<file path="config.mk">
export PLATFORM = sky130hd
export DESIGN_NAME = lef_window
export DESIGN_NICKNAME = d
export VERILOG_FILES = /design/src/sv/lef_pkg.sv /design/src/sv/lef_window.sv
export SDC_FILE = /design/constraint.sdc
export NUM_CORES = 1
export LEC_CHECK = 0
export BUFFER_PORTS_ARGS = -buffer_cell sky130_fd_sc_hd__buf_2
export CELL_PAD_IN_SITES_DETAIL_PLACEMENT = 1
export CELL_PAD_IN_SITES_GLOBAL_PLACEMENT = 1
export CORE_AREA = 3 3 90 156
export DETAILED_ROUTE_END_ITERATION = 16
export DIE_AREA = 0 0 93 159
export MAX_ROUTING_LAYER = met4
export PLACE_DENSITY_LB_ADDON = 0.08
export SLEW_MARGIN = 10
export SYNTH_ARGS = -nofsm -noshare
export SYNTH_HDL_FRONTEND = slang
export SYNTH_SLANG_ARGS = --single-unit
</file>
<file path="constraint.sdc">
create_clock -name clk -period 12 [get_ports clk]
set_input_delay 0.6 -clock clk [delete_from_list [all_inputs] [get_ports clk]]
set_output_delay 0.6 -clock clk [all_outputs]
set_load 0.005 [all_outputs]
</file>
<file path="src/sv/lef_pkg.sv">
// Shared types and constants for the 3x3 Laplacian edge filter.
// Used by every module of the filter; depends on nothing else.
package lef_pkg;

  localparam int PIX_W     = 16;
  localparam int COORD_W   = 11;
  localparam int VAL_W     = 8;
  localparam int CFG_W     = 12;
  localparam int CFG_IDX_W = 2;
  localparam int LAP_SHIFT = 3;  // Centre weight of eight.

  localparam logic [CFG_IDX_W-1:0] REG_IMAGE_WIDTH  = 2'd0;
  localparam logic [CFG_IDX_W-1:0] REG_IMAGE_HEIGHT = 2'd1;

  localparam logic [VAL_W-1:0] BORDER_VAL = 8'd255;

  // Position and case flags of one pixel, worked out when it is accepted.
  typedef struct packed {
    logic [COORD_W-1:0] row;
    logic [COORD_W-1:0] row_m1;
    logic [COORD_W-1:0] col;
    logic [COORD_W-1:0] col_m1;
    logic               i_zero;
    logic               i_ge2;
    logic               j_zero;
    logic               j_ge2;
    logic               j_last;
    logic               w_ge2;
    logic               i_last;
    logic               h_one;
  } pos_t;

  // One filtered output pixel.
  typedef struct packed {
    logic [COORD_W-1:0] row;
    logic [COORD_W-1:0] col;
    logic [VAL_W-1:0]   value;
    logic               eoi;
  } res_t;

endpackage

</file>
<file path="src/sv/lef_window.sv">
// 3x3 window of the two previous columns and the Laplacian with clamping.
// Depends on lef_pkg for pixel and result widths.
module lef_window (
  input  logic                      clk,
  input  logic                      shift_en,
  input  logic [lef_pkg::PIX_W-1:0] nu,
  input  logic [lef_pkg::PIX_W-1:0] nm,
  input  logic [lef_pkg::PIX_W-1:0] px,
  output logic [lef_pkg::VAL_W-1:0] lap
);
  import lef_pkg::*;

  localparam int NS_W  = PIX_W + 3;
  localparam int LAP_W = PIX_W + LAP_SHIFT + 1;

  // Entries 0..2 hold column j-2 (upper, middle, lower), 3..5 column j-1.
  logic [PIX_W-1:0]        wc_r [6];
  logic [NS_W-1:0]         nsum;
  logic signed [LAP_W-1:0] diff;

  always_ff @(posedge clk) begin
    if (shift_en) begin
      wc_r[0] <= wc_r[3];
      wc_r[1] <= wc_r[4];
      wc_r[2] <= wc_r[5];
      wc_r[3] <= nu;
      wc_r[4] <= nm;
      wc_r[5] <= px;
    end
  end

  always_comb begin
    nsum = NS_W'(wc_r[0]) + NS_W'(wc_r[1]) + NS_W'(wc_r[2]) + NS_W'(wc_r[3])
         + NS_W'(wc_r[5]) + NS_W'(nu) + NS_W'(nm) + NS_W'(px);
    diff = $signed({1'b0, wc_r[4], LAP_SHIFT'(0)}) - $signed({1'b0, nsum});
    priority if (diff[LAP_W-1]) begin
      lap = '0;
    end else if (|diff[LAP_W-2:VAL_W]) begin
      lap = BORDER_VAL;
    end else begin
      lap = diff[VAL_W-1:0];
    end
  end

endmodule

</file>
==> out/qor.txt <==
Top Registers -> wc_r (96)
WL/cell -> 17.4 µm
wirelength, routed -> 13100 µm
Hold-fix buffers, CTS -> 0
count of pins over their slew limit -> 0
1st-iter DRT viols -> 131
largest cells by area after synthesis -> edfxtp_1 (42%), fa_1 (32%), inv_1 (7.8%)
Cell Area, Synth -> 6860 µm²
global-route wire length before repair -> 22600 µm
Post-CTS Setup Bufs -> 0
via-per-instance ratio -> 5.15
CP startpoint kind -> register
sequential area share after synthesis -> 42.0%
Yosys cell types -> 50
final setup TNS -> 0 ns
Vias -> 3888
final clock skew -> 0.0117 ns
layout cells sized above 1 -> 16.1%
ys flop type -> edfxtp_1
relative slew slack -> 47.9%
Inserted Clock Buffers -> 9
area leader, netlist -> edfxtp_1
Total Die Area -> 14800 µm²
CP max stage delay -> 0.55 ns
Max Cap Viol -> 0
Cells on Worst Hold Path -> 1
Final Cycle Share -> 49.5%
Data required, critical path -> 11.40 ns
worst-path cell chain -> fa_1, inv_1, fa_1, fa_1, fa_1, inv_1, ha_1, a21o_1, a31oi_1, nor3b_2, xnor2_1, or4_4, nor4b_4, a31oi_1, buf_2
FFs w/ async S/R, synth -> 0%
1st-pass router iterations -> 5
most frequent CP cell -> fa_1
DRC violations left -> 0
Post-DP HPWL -> 10900 µm
Buffers on Ports -> 57
H-tree depth -> 3
Initial Util -> 53.0%
Nets -> 765
CTS-repair resized insts -> 0
endpoint kind of the worst setup timing path -> output pin
min-delay worst type -> input pin to register
Synth top area share -> 42.0%
P&R area growth vs syn -> 11.4%
Tmin final -> 5.94 ns
status -> finished clean
CTS tree -> done
Post-Synthesis Cells -> 514
Diodes inserted -> 0
Synth Area per Inst -> 13.4 µm²
Die W -> 93 µm
Top reg by flops -> wc_r
Routed Antenna Nets -> 0
worst skew pair latency -> 0.35 ns
final-report hold violation count -> 0
RSZ-0062 raised after global routing -> no
Total GRT Usage -> 20.7%
gr ovfl total -> 0
slowest CP cell -> or4_4
number of flops mapped to enable cells by yosys -> 96
R2R cell count -> 0
synthesized flop and latch total -> 96
critical path arrival -> 5.34 ns
FP Rows -> 55
Synth Net Count -> 700
Worst-Margin Slew -> 0.782 ns
DIE HEIGHT -> 159 µm
vias in the first global route -> 4649
FF-to-FF setup slack -> 11.13 ns
Finish-stage setup viols -> 0
initial antenna violation count -> 0
CTS Root Cell -> clkbuf_16
max FFs per register -> 96
TritonCTS sink count -> 96
GPL Wtd Cong -> 0.884
IO Count -> 58
WS Path Type -> register to output pin
largest net degree at the start of global routing -> 63
clock tree buffer depth -> 2
Clock transition at path regs -> 0.08 ns
crit-path max FO -> 8
core area -> 12900 µm²
Fill cells -> 1323
Max Freq -> 0.168 GHz
yosys warns -> 0
-- metrics by stage --
step	setup slack (ns)	utilization (%)	hold WS, ns	cell area [µm²]	cells
floorplan	6.71	-	0.426	6860	514
global placement	6.22	56.8	0.430	7350	739
detailed placement	6.11	56.8	0.442	7350	739
CTS	6.04	59.1	0.418	7650	755
global route	5.77	59.1	0.418	7650	755
finish	6.06	59.1	0.431	7650	755
-- cell type report --
class	instances	area [µm²]	share of cell area (%)
Clock buffer	9	225	2.95
Timing Repair Buffer	58	295	3.86
Clock inverter	7	72.6	0.949
Sequential cell	96	2880	37.7
Tap cell	171	214	2.80
Inverter	142	533	6.97
Multi-Input combinational cell	272	3420	44.8
-- cell usage in the layout (no fill, tap or decap), types with 5 or more instances in the layout --
| master | count |
|---|---|
| a21o_1 | 6 |
| a21oi_1 | 13 |
| a31oi_1 | 12 |
| and3_2 | 7 |
| buf_2 | 56 |
| clkbuf_16 | 9 |
| edfxtp_1 | 96 |
| fa_1 | 109 |
| ha_1 | 27 |
| inv_1 | 142 |
| nand2_1 | 15 |
| nor2_1 | 13 |
| o21ai_0 | 6 |
| o21ai_1 | 5 |
| xnor2_1 | 8 |
| xor2_1 | 6 |
-- worst paths after layout --
kind               from          to
max          wc_r[4][5]      lap[5]
min               nu[7]  wc_r[3][7]
max reg2reg  wc_r[4][0]  wc_r[1][0]
min reg2reg  wc_r[5][1]  wc_r[2][1]
-- kinds of logic after synthesis --
family                     after synthesis  share of synthesized area [%]
buffers and inverters                  146                           8.09
adders and majority gates              136                           36.7
DFF                                     96                           42.0
AOI/OAI and AO/OA                       65                           6.45
and+or+nand+nor                         54                           4.50
xor gates and xnor gates                14                           1.79
muxes                                    3                          0.438
-- metal layers --
layer,share of wire (%),GRT usage (%),vias to the layer above
met3,2.0,2.88,25
met2,61,39.1,57
li1,-,-,1790
met5,0,-,-
met4,2.7,6.87,0
met1,35,21.4,2016
-- worst max-delay path: cells and delay by family (launching register included) --
family / cells / cell delay (ns)
xor gates and xnor gates: 1 / 0.09
adders and majority gates: 5 / 2.36
DFF: 1 / 0.45
AOI/OAI and AO/OA: 3 / 0.61
buffers and inverters: 3 / 0.28
and+or+nand+nor: 3 / 1.21
-- cells in the mapped netlist (2+ instances only) --
cell and count:
a21o_1 6, a21oi_1 13, a21oi_2 2, a221oi_1 2, a31oi_1 12, and3_2 7, clkbuf_1 3, edfxtp_1 96
fa_1 109, ha_1 27, inv_1 142, mux2i_1 3, nand2_1 15, nand3_1 3, nand4_1 2, nor2_1 13
nor3_1 2, o211ai_1 3, o21ai_0 6, o21ai_1 5, o31ai_1 2, xnor2_1 8, xor2_1 6
Power is not shown: default switching activity piles up to over one toggle a cycle in this logic, so the estimate is an artifact.
