==> config.mk <==
export PLATFORM = sky130hd
export DESIGN_NAME = lef_out_seq
export DESIGN_NICKNAME = d
export VERILOG_FILES = /design/src/sv/lef_pkg.sv /design/src/sv/lef_out_seq.sv
export SDC_FILE = /design/constraint.sdc
export NUM_CORES = 1
export LEC_CHECK = 0
export BUFFER_PORTS_ARGS = -buffer_cell sky130_fd_sc_hd__buf_4
export CAP_MARGIN = 40
export CORE_MARGIN = 8
export CORE_UTILIZATION = 40
export CTS_BUF_LIST = sky130_fd_sc_hd__clkbuf_16
export DETAILED_ROUTE_END_ITERATION = 10
export PLACE_DENSITY = 0.7
export RECOVER_POWER = 100
export SLEW_MARGIN = 0
export SYNTH_ARGS = -nofsm -noshare
export SYNTH_HDL_FRONTEND = slang
export SYNTH_SLANG_ARGS = --single-unit
==> constraint.sdc <==
create_clock -name clk -period 1.3 [get_ports clk]
set_clock_uncertainty 0.15 [all_clocks]
set_input_delay 0.39 -clock clk [delete_from_list [all_inputs] [get_ports clk]]
set_output_delay 0.39 -clock clk [all_outputs]
set_load 0.02 [all_outputs]
==> src/sv/lef_pkg.sv <==
// Shared types and constants for the 3x3 Laplacian edge filter.
// Used by every module of the filter; depends on nothing else.
package lef_pkg;

  localparam int PIX_W     = 16;
  localparam int COORD_W   = 11;
  localparam int VAL_W     = 8;
  localparam int CFG_W     = 12;
  localparam int CFG_IDX_W = 2;
  localparam int LAP_SHIFT = 3;  // Centre weight of eight.

  localparam logic [CFG_IDX_W-1:0] REG_IMAGE_WIDTH  = 2'd0;
  localparam logic [CFG_IDX_W-1:0] REG_IMAGE_HEIGHT = 2'd1;

  localparam logic [VAL_W-1:0] BORDER_VAL = 8'd255;

  // Position and case flags of one pixel, worked out when it is accepted.
  typedef struct packed {
    logic [COORD_W-1:0] row;
    logic [COORD_W-1:0] row_m1;
    logic [COORD_W-1:0] col;
    logic [COORD_W-1:0] col_m1;
    logic               i_zero;
    logic               i_ge2;
    logic               j_zero;
    logic               j_ge2;
    logic               j_last;
    logic               w_ge2;
    logic               i_last;
    logic               h_one;
  } pos_t;

  // One filtered output pixel.
  typedef struct packed {
    logic [COORD_W-1:0] row;
    logic [COORD_W-1:0] col;
    logic [VAL_W-1:0]   value;
    logic               eoi;
  } res_t;

endpackage

==> src/sv/lef_out_seq.sv <==
// Output sequencer: holds the up to three results of one pixel and hands
// them out one transaction at a time. Depends on lef_pkg for res_t.
module lef_out_seq (
  input  logic                        clk,
  input  logic                        rst_n,
  input  logic                        load,
  input  lef_pkg::res_t               cand [3],
  input  logic [2:0]                  cand_vld,
  input  logic                        out_stall,
  output logic                        out_valid,
  output logic [lef_pkg::COORD_W-1:0] out_row,
  output logic [lef_pkg::COORD_W-1:0] out_col,
  output logic [lef_pkg::VAL_W-1:0]   out_value,
  output logic                        out_last_of_run,
  output logic                        out_end_of_image,
  output logic                        free
);
  import lef_pkg::*;

  res_t       slot_r [3];
  logic [2:0] mask_r;
  logic [2:0] mask_nxt;
  logic [2:0] sel;
  logic [2:0] rest;
  logic       out_acc;
  res_t       cur;

  always_comb begin
    priority if (mask_r[0]) begin
      sel = 3'b001;
      cur = slot_r[0];
    end else if (mask_r[1]) begin
      sel = 3'b010;
      cur = slot_r[1];
    end else begin
      sel = 3'b100;
      cur = slot_r[2];
    end
    rest     = mask_r & ~sel;
    out_acc  = out_valid && !out_stall;
    free     = (mask_r == 3'b000) || (out_acc && (rest == 3'b000));
    mask_nxt = load ? cand_vld : (out_acc ? rest : mask_r);
  end

  always_ff @(posedge clk) begin
    if (!rst_n) begin
      mask_r <= 3'b000;
    end else begin
      mask_r <= mask_nxt;
    end
  end

  always_ff @(posedge clk) begin
    if (load) begin
      slot_r <= cand;
    end
  end

  assign out_valid        = |mask_r;
  assign out_row          = cur.row;
  assign out_col          = cur.col;
  assign out_value        = cur.value;
  assign out_end_of_image = cur.eoi;
  assign out_last_of_run  = (rest == 3'b000);

  a_load_when_free: assert property (@(posedge clk) disable iff (!rst_n)
    load |-> free)
    else $error("result bundle loaded over pending results");

  a_run_continues: assert property (@(posedge clk) disable iff (!rst_n)
    out_acc && !out_last_of_run |=> out_valid)
    else $error("result run cut short");

endmodule

==> flow_summary.ini <==
[sta]
final-setup-viol-count = 35
tightest_slew_ps = 408.9
finalHoldViolations = 0
setup-tns-final_ps = -21100
slew_headroom = 0.7274
rsz0062_at_grt = true
fmax_ghz = 0.5032
hold-worst-slack_ps = 103.2
fin_crit_sh = 1.529
maxSlewViolCount = 0
fin_ws_ps = -687.1
min_period_ps = 1987

[cells_and_area]
fin_nets = 467
final_cell_area_um2 = 5635
fin_cells = 480
drive_gt1_frac = 0.5806
fillCellCount = 623
num_antenna_cells = 0
multi_input_area_um2 = 973.4
regArea_um2 = 2860
syn_to_final_growth_pct = 55.15

[critical_path]
cp.depth = 4
path_buf_inv = 3
worstSetupEndpointType = output port
cp_top_family = buffers and inverters
cp.required_ps = 760
crit_type = reg -> out
start_kind = flip-flop
max_stage_delay_ps = 380
cp_cell_sequence = buf_12 -> buf_16 -> or3_4 -> buf_6
arrival_ps = 1450
rr_worst_depth = 5
path_max_fanout = 5
cpMaxStageDelayCell = dfxtp_4

[floorplan]
start_util = 0.4145
core_area_um2 = 8763
ios = 134
die_x_um = 111.3
rows = 34
die_area_um2 = 12390
dieHeight_um = 111.3

[route]
drt_pre_antenna_iters = 4
route.detailed.drc = 0
ant_nets = 0
vias_per_cell = 4.779
detail_route.wirelength_um = 7997
drt_iter0_drc = 114
num_vias = 2294
routedWlPerCell_um = 16.66

[logic_synthesis]
ys_seq_area_frac = 0.7854
yosysUniqueCellTypes = 19
synth_area_um2 = 3632
postSynthCellCount = 217
syn_avg_cell_area_um2 = 16.74
ys_ff_latch = 96
synth_warnings = 0
syn_nets = 317

[grt]
gr-total-overflow = 0
grt_usage = 0.1276
grt_first_pass_wirelength_um = 12460
antenna_found_initial = 0
grt_pass1_vias = 2501
grt_max_degree = 47

[flow_run]
drv_cap = 0

[status]
violations = negative setup slack
status = complete, but fails checks

[cts]
insertion_delay_ps = 320
cts_tree = yes
cts_root_buf = clkbuf_16
clock_path_buffers = 2
cts.sinks = 96
path_clk_slew_ps = 70
cts_buffers = 9
h-tree-depth = 3

[worst_hold_path]
holdPathStages = 1
holdCritPathClass = in -> reg

[pwr]
ir_drop_uv = 845.9
leakage_nw = 2.135
p_per_area_nw_per_um2 = 1352

[placement]
dp_hpwl_um = 5827
dpl_cell_area_um2 = 5021
dp_slack_ps = -373.2
dp.cells = 459
place.gp.congestion = 0.7117
portBuffers = 133
## worst register-to-register path: cells and delay by family (launching register included)
kind	cells	cell delay (ps)
buffers and inverters	2	280
and+or+nand+nor	2	420
AOI/OAI and AO/OA	1	50
DFF	1	380
## flip-flops by register name (all words and copies together) (netlist names)
| signal | flops |
|---|---|
| slot_r | 93 |
| mask_r | 3 |
## per-stage QoR
stage / utilization / power (mW)
after floorplan: - / 4.252
after global placement: 0.5730 / 4.796
after detailed placement: 0.5730 / 4.826
after CTS: 0.6358 / 7.664
after global routing: 0.6431 / 7.896
final: 0.6431 / 7.621
## layout by cell type (no fill, tap or decap), types with 3 or more instances in the layout
cell,count
edfxtp_1,93
clkbuf_4,92
nand2_1,35
buf_6,31
o21ai_2,29
mux2i_1,15
buf_4,15
mux2i_2,9
clkbuf_16,9
mux2i_4,7
buf_12,6
o21ai_4,3
o21ai_0,3
clkbuf_1,3
## Yosys cell counts
library cell / instances / area (µm²)
or3_4: 1 / 11.26
a21boi_2: 1 / 11.26
clkbuf_1: 2 / 7.510
buf_8: 2 / 30.03
a21oi_1: 1 / 5.000
buf_2: 4 / 20.02
nand3b_2: 1 / 11.26
dfxtp_1: 3 / 60.06
o21ai_1: 1 / 5.000
maj3_1: 1 / 10.01
buf_4: 1 / 7.510
o21ai_0: 34 / 170.2
or3_1: 1 / 6.260
o21a_1: 1 / 7.510
buf_6: 2 / 22.52
edfxtp_1: 93 / 2793
mux2i_1: 31 / 310.3
and2_1: 2 / 12.51
nand2_1: 35 / 131.4
## final timing paths
| check | start | end | slack [ps] |
|---|---|---|---|
| min reg2reg | mask_r[2] | mask_r[2] | 500 |
| max reg2reg | mask_r[1] | mask_r[2] | -70 |
| max | mask_r[1] | out_valid | -690 |
| min | cand[50] | slot_r[50] | 100 |
## layer usage
layer  GRT usage  share of wire
met2      0.2114           0.51
met4     0.04711          0.020
met3     0.04600          0.067
met1      0.1478           0.40
met5           0              0
## what timing repair did
action | CTS | global route
setup buffers | 3 | 0
gates resized for setup | 38 | 16
cloned | 2 | 0
pin swaps | 4 | 2
setup endpoints to repair | 35 | 35
hold buffers | 0 | 0
## cell families (layout without fill, tap and decap cells)
kind of cell,count (synthesis),count (layout),synth area share
compound gates,38,38,0.05477
fa+ha+maj,1,1,0.002756
buf+inv,11,166,0.02411
flops,96,96,0.7854
mux,31,31,0.08543
simple gates,40,40,0.04754
## power breakdown
group / total (mW) / switching, mW / leakage (nW) / internal (mW)
clock: 2.71 / 1.04 / 0.160 / 1.67
sequential: 3.76 / 0.0941 / 0.936 / 3.66
combinational: 1.15 / 0.524 / 1.04 / 0.629
total: 7.62 / 1.66 / 2.14 / 5.96
## cell type report
type / count / share of cell area
tap: 108 / 0.02398
timing repair buffer: 150 / 0.2400
clock buffer: 9 / 0.03996
multi-input combinational: 110 / 0.1727
clock inverter: 7 / 0.01576
sequential: 96 / 0.5075
No activity file was read; power rests on OpenSTA's default activity.
